[src/rtl/core/assert_macros.svh]
// Assertion macros shared by the ordered list RTL.
`ifndef ASSERT_MACROS_SVH
`define ASSERT_MACROS_SVH

// Same-cycle implication, checked at every rising edge outside reset.
`define ASSERT_IMPL(label, clk, rst_n, ante, cons, msg) \
    label: assert property (@(posedge clk) disable iff (!rst_n) (ante) |-> (cons)) \
        else $error(msg);

// Next-cycle implication, checked at every rising edge outside reset.
`define ASSERT_NEXT(label, clk, rst_n, ante, cons, msg) \
    label: assert property (@(posedge clk) disable iff (!rst_n) (ante) |=> (cons)) \
        else $error(msg);

`endif

[src/rtl/core/olir_pkg.sv]
// Types, codes and helper functions for the ordered list store.
package olir_pkg;

    localparam int DATA_W   = 32;
    localparam int POS_W    = 9;
    localparam int LEN_W    = 9;
    localparam int STATUS_W = 2;
    localparam int RADIX    = 16;
    localparam int LVL_CNT_W = 3;

    localparam logic REQ_INSERT = 1'b0;
    localparam logic REQ_READ   = 1'b1;

    localparam logic [STATUS_W-1:0] ST_OK    = 2'd0;
    localparam logic [STATUS_W-1:0] ST_RANGE = 2'd1;
    localparam logic [STATUS_W-1:0] ST_FULL  = 2'd2;

    typedef struct packed {
        logic                     req_type;
        logic [POS_W-1:0]         position;
        logic signed [DATA_W-1:0] value;
    } req_t;

    typedef struct packed {
        logic signed [DATA_W-1:0] read_value;
        logic [STATUS_W-1:0]      status;
        logic [LEN_W-1:0]         length;
    } rsp_t;

    // Command broadcast to every cell of the chain.
    typedef struct packed {
        logic              ins_en;
        logic              rd_en;
        logic [DATA_W-1:0] value;
    } cell_cmd_t;

    // Number of registered levels in a radix-16 OR tree over n leaves.
    function automatic int tree_levels(input int n);
        int levels;
        int span;
        levels = 1;
        span   = RADIX;
        for (int k = 0; k < 8; k++) begin
            if (span < n) begin
                span   = span * RADIX;
                levels = levels + 1;
            end
        end
        return levels;
    endfunction

endpackage

[src/rtl/core/olir_cell.sv]
// One storage cell of the ordered list chain.
module olir_cell #(
    parameter int IDX_W = 8,
    parameter int INDEX = 0
) (
    input  logic                      clk,
    input  olir_pkg::cell_cmd_t       cmd,
    input  logic [IDX_W-1:0]          slot,
    input  logic [olir_pkg::DATA_W-1:0] prev_data,
    output logic [olir_pkg::DATA_W-1:0] data,
    output logic [olir_pkg::DATA_W-1:0] rd_data
);
    import olir_pkg::*;

    localparam logic [IDX_W-1:0] MY_IDX = IDX_W'(INDEX);

    logic [DATA_W-1:0] data_reg;
    logic [DATA_W-1:0] data_next;
    logic [DATA_W-1:0] rd_reg;
    logic [DATA_W-1:0] rd_next;

    // An insert writes the new value at the slot and moves every cell above it up by one.
    always_comb
    begin
        data_next = data_reg;
        if (cmd.ins_en)
        begin
            if (MY_IDX == slot)
            begin
                data_next = cmd.value;
            end
            else if (MY_IDX > slot)
            begin
                data_next = prev_data;
            end
        end
    end

    // Read data is held between reads so the reduction tree output stays stable.
    always_comb
    begin
        rd_next = rd_reg;
        if (cmd.rd_en)
        begin
            rd_next = (MY_IDX == slot) ? data_reg : '0;
        end
    end

    always_ff @(posedge clk)
    begin
        data_reg <= data_next;
        rd_reg   <= rd_next;
    end

    assign data    = data_reg;
    assign rd_data = rd_reg;

endmodule

[config.mk]
export PLATFORM = sky130hd
export DESIGN_NAME = olir_cell
export DESIGN_NICKNAME = d
export VERILOG_FILES = /design/src/rtl/core/assert_macros.svh /design/src/rtl/core/olir_pkg.sv /design/src/rtl/core/olir_cell.sv
export SDC_FILE = /design/constraint.sdc
export NUM_CORES = 1
export LEC_CHECK = 0
export BUFFER_PORTS_ARGS = -buffer_cell sky130_fd_sc_hd__buf_2
export CAP_MARGIN = 20
export CORE_ASPECT_RATIO = 0.8
export CORE_MARGIN = 10
export CORE_UTILIZATION = 45
export CTS_CLUSTER_DIAMETER = 100
export DETAILED_ROUTE_END_ITERATION = 12
export PLACE_DENSITY = 0.79
export SLEW_MARGIN = 20
export SYNTH_ARGS = -nofsm -noshare
export SYNTH_HDL_FRONTEND = slang
export SYNTH_SLANG_ARGS = --single-unit
[constraint.sdc]
create_clock -name clk -period 3.3 [get_ports clk]
set_input_delay 0 -clock clk [delete_from_list [all_inputs] [get_ports clk]]
set_output_delay 0 -clock clk [all_outputs]
set_load 0.1 [all_outputs]
==> results.md <==
- Maximum capacitance violations: 0
- Number of synthesized register bits: 64
- Via Count: 2065
- IO buf count: 138
- Crit. Startpoint: slot[5]
- Bufs and invs on worst path: 4
- Leak Pwr: 1.99 nW
- Synthesized area per cell: 19.2 µm²
- Worst Max-Slew Pin Slew: 0.701 ns
- CP Data Required Time: 3.39 ns
- Worst setup SP type: input port
- Comb power frac: 0.146
- Initial antenna violation count: 0
- CP delay by family, top: buffers and inverters
- Post-placement cell count: 355
- Final hold violation count: 0
- # fillers: 409
- Worst Path Class, Setup: in -> reg
- Levels on crit path: 7
- Fin area: 4280 µm²
- CTS sink cnt: 64
- Hold Startpoint: cmd[32]
- Top_reg_cell synth: edfxtp_1
- WL/cell: 17.7 µm
- Post-synth top cells: 64 x edfxtp_1, 30 x and3_1, 30 x mux2_4, 6 x clkbuf_1
- Drt drc: 0
- RSZ-0062 raised after global routing: no
- CTS tree: done
- Post-synth top area share: 0.704
- Core area: 5910 µm²
- Final wirelength: 7700 µm
- Hold Path Depth: 1
- Clock tree buffer depth: 2
- Root Buffer: clkbuf_8
- Initial Util: 0.462
- Top cells by area, synth: edfxtp_1 70%, mux2_4 16%, and3_1 6.9%, buf_12 2.2%, nor4_2 0.92%
- Clk network pwr share: 0.326
- Total grt overflow: 0
- Die width: 107 µm
- Worst r2r src: data[24]
- Period utilization: 0.684
- Pin count of the biggest net entering global routing: 35
- Clk_skew: 0.00597 ns
- EDFF count, synth: 64
- Worst path most repeated cell: buf_4
- Post-Layout Cell Count: 435
- Via density: 4.75
- Internal cell power: 1.29 mW
- Sw frac: 0.250
- CTS Buf Count: 9
- Initial DRC Count: 34
- Slowest stage cell, crit path: dlygate4sd3_1
- NetSw: 0.429 mW
- Post-layout net count: 424
- Hold Crit Class: in -> reg
- Peak supply drop: 0.000254 V
- Die area: 9600 µm²
- Number of global-route vias before repair: 2341
- Biggest area consumer among synthesized cells: edfxtp_1
- Worst-path clk slew: 0.07 ns
- H-tree levels: 3
- Mapped Cells: 142
- Crit-path max cell delay: 0.56 ns
- Register area: 1920 µm²
- DIE HEIGHT: 89.7 µm
- CTS resizes: 0
- Dpl ws: 1.25 ns
- Multi-input gate area: 733 µm²
- Worst Path Max Fanout: 34
- Fmax: 0.443 GHz
- Worst Path Arrival: 2.35 ns
- Area after DPL: 3480 µm²
- Final Critical Period: 2.26 ns
- Gp weighted congestion: 0.752
- Status: finished, final reports clean
- Slew Viols, Final: 0
- Pwr/cell area: 401 nW/µm²
- Relative slew slack: 0.532
- Total setup buffers inserted after CTS: 0
- Syn nets: 217
- Mapped cell area: 2730 µm²
- P&R area growth vs syn: 56.8%
- Register area share after synthesis: 0.704
- Antenna Nets Post-Route: 0
- I/O pin count: 139
- Syn. warnings: 0
- Setup violations, final: 0
- CP Cell Sequence: buf_2, nor4_4, buf_4, and2_2, buf_4, mux2_2, dlygate4sd3_1
- Post-route setup slack: 1.04 ns
- Synth cell types: 10
- Skew-Pair Late Insertion Delay: 0.34 ns
- Synth async-reset ratio: 0
- Cells on worst reg2reg path: 1
- Total Routing Usage GR: 0.159
- TNS Setup: 0 ns
- Diode count: 0
- Router iterations before antenna repair: 4
- Hold buffers post-CTS: 64
- Site Rows: 25
- Setup crit end kind: flop
- Layout cells sized above 1: 0.551
- Count leader, synth: edfxtp_1
- First-pass GRT wire length: 11500 µm
- Sequential share of power: 0.528
## cell type report
type | instances | area share
clock buffers | 10 | 0.0298
clock inverters | 6 | 0.00847
multi-input cells | 68 | 0.171
flip-flops and latches | 64 | 0.449
well taps | 81 | 0.0237
repair buffers | 206 | 0.318
## layer usage
layer  vias to the layer above  routed length (µm)  share of wire  GRT usage
met4                         0                 132          0.017     0.0650
met3                        13                 626          0.081     0.0756
met5                         -                   0              0          0
met1                      1006                2670           0.35      0.145
met2                        78                4280           0.56      0.299
li1                        968                   -              -          -
## stage by stage
step           hold slack [ns]  total power [mW]   util
3_5_place_dp             0.304              1.12  0.588
2_1_floorplan            0.112              1.05      -
4_1_cts                  0.249              1.73  0.724
5_1_grt                  0.272              1.78  0.724
6_report                 0.255              1.72  0.724
3_3_place_gp             0.300              1.11  0.588
## cell families after synthesis
kind of cell           share of synthesized area
AND/OR/NAND/NOR                           0.0885
buffers and inverters                     0.0344
flip-flops                                 0.704
multiplexers                               0.173
## power by group through the flow
stage	logic (mW)	registers, mW	clock network (mW)
floorplan	0.0354	1.01	0
global placement	0.187	0.924	0
detailed placement	0.191	0.925	0
CTS	0.250	0.907	0.576
global route	0.264	0.908	0.610
finish	0.251	0.907	0.559
## layout by cell type (no fill, tap or decap)
| cell | Yosys | final |
|---|---|---|
| nor4_4 | 0 | 2 |
| mux2_4 | 30 | 30 |
| edfxtp_1 | 64 | 64 |
| clkinv_2 | 0 | 4 |
| clkbuf_1 | 6 | 1 |
| buf_4 | 0 | 4 |
| mux2_2 | 2 | 2 |
| clkinvlp_4 | 0 | 1 |
| buf_2 | 0 | 138 |
| clkinv_4 | 0 | 1 |
| clkbuf_8 | 0 | 9 |
| dlygate4sd3_1 | 0 | 64 |
| and3_1 | 30 | 30 |
| and3_2 | 3 | 3 |
| and2_2 | 0 | 1 |
## final timing paths
kind | end | slack (ns)
setup / recovery | data[0] | 1.04
hold / removal | rd_data[14] | 0.25
setup reg to reg | rd_data[24] | 2.46
hold reg to reg | rd_data[26] | 0.57
Note: power is estimated with default switching activity, not from simulation.
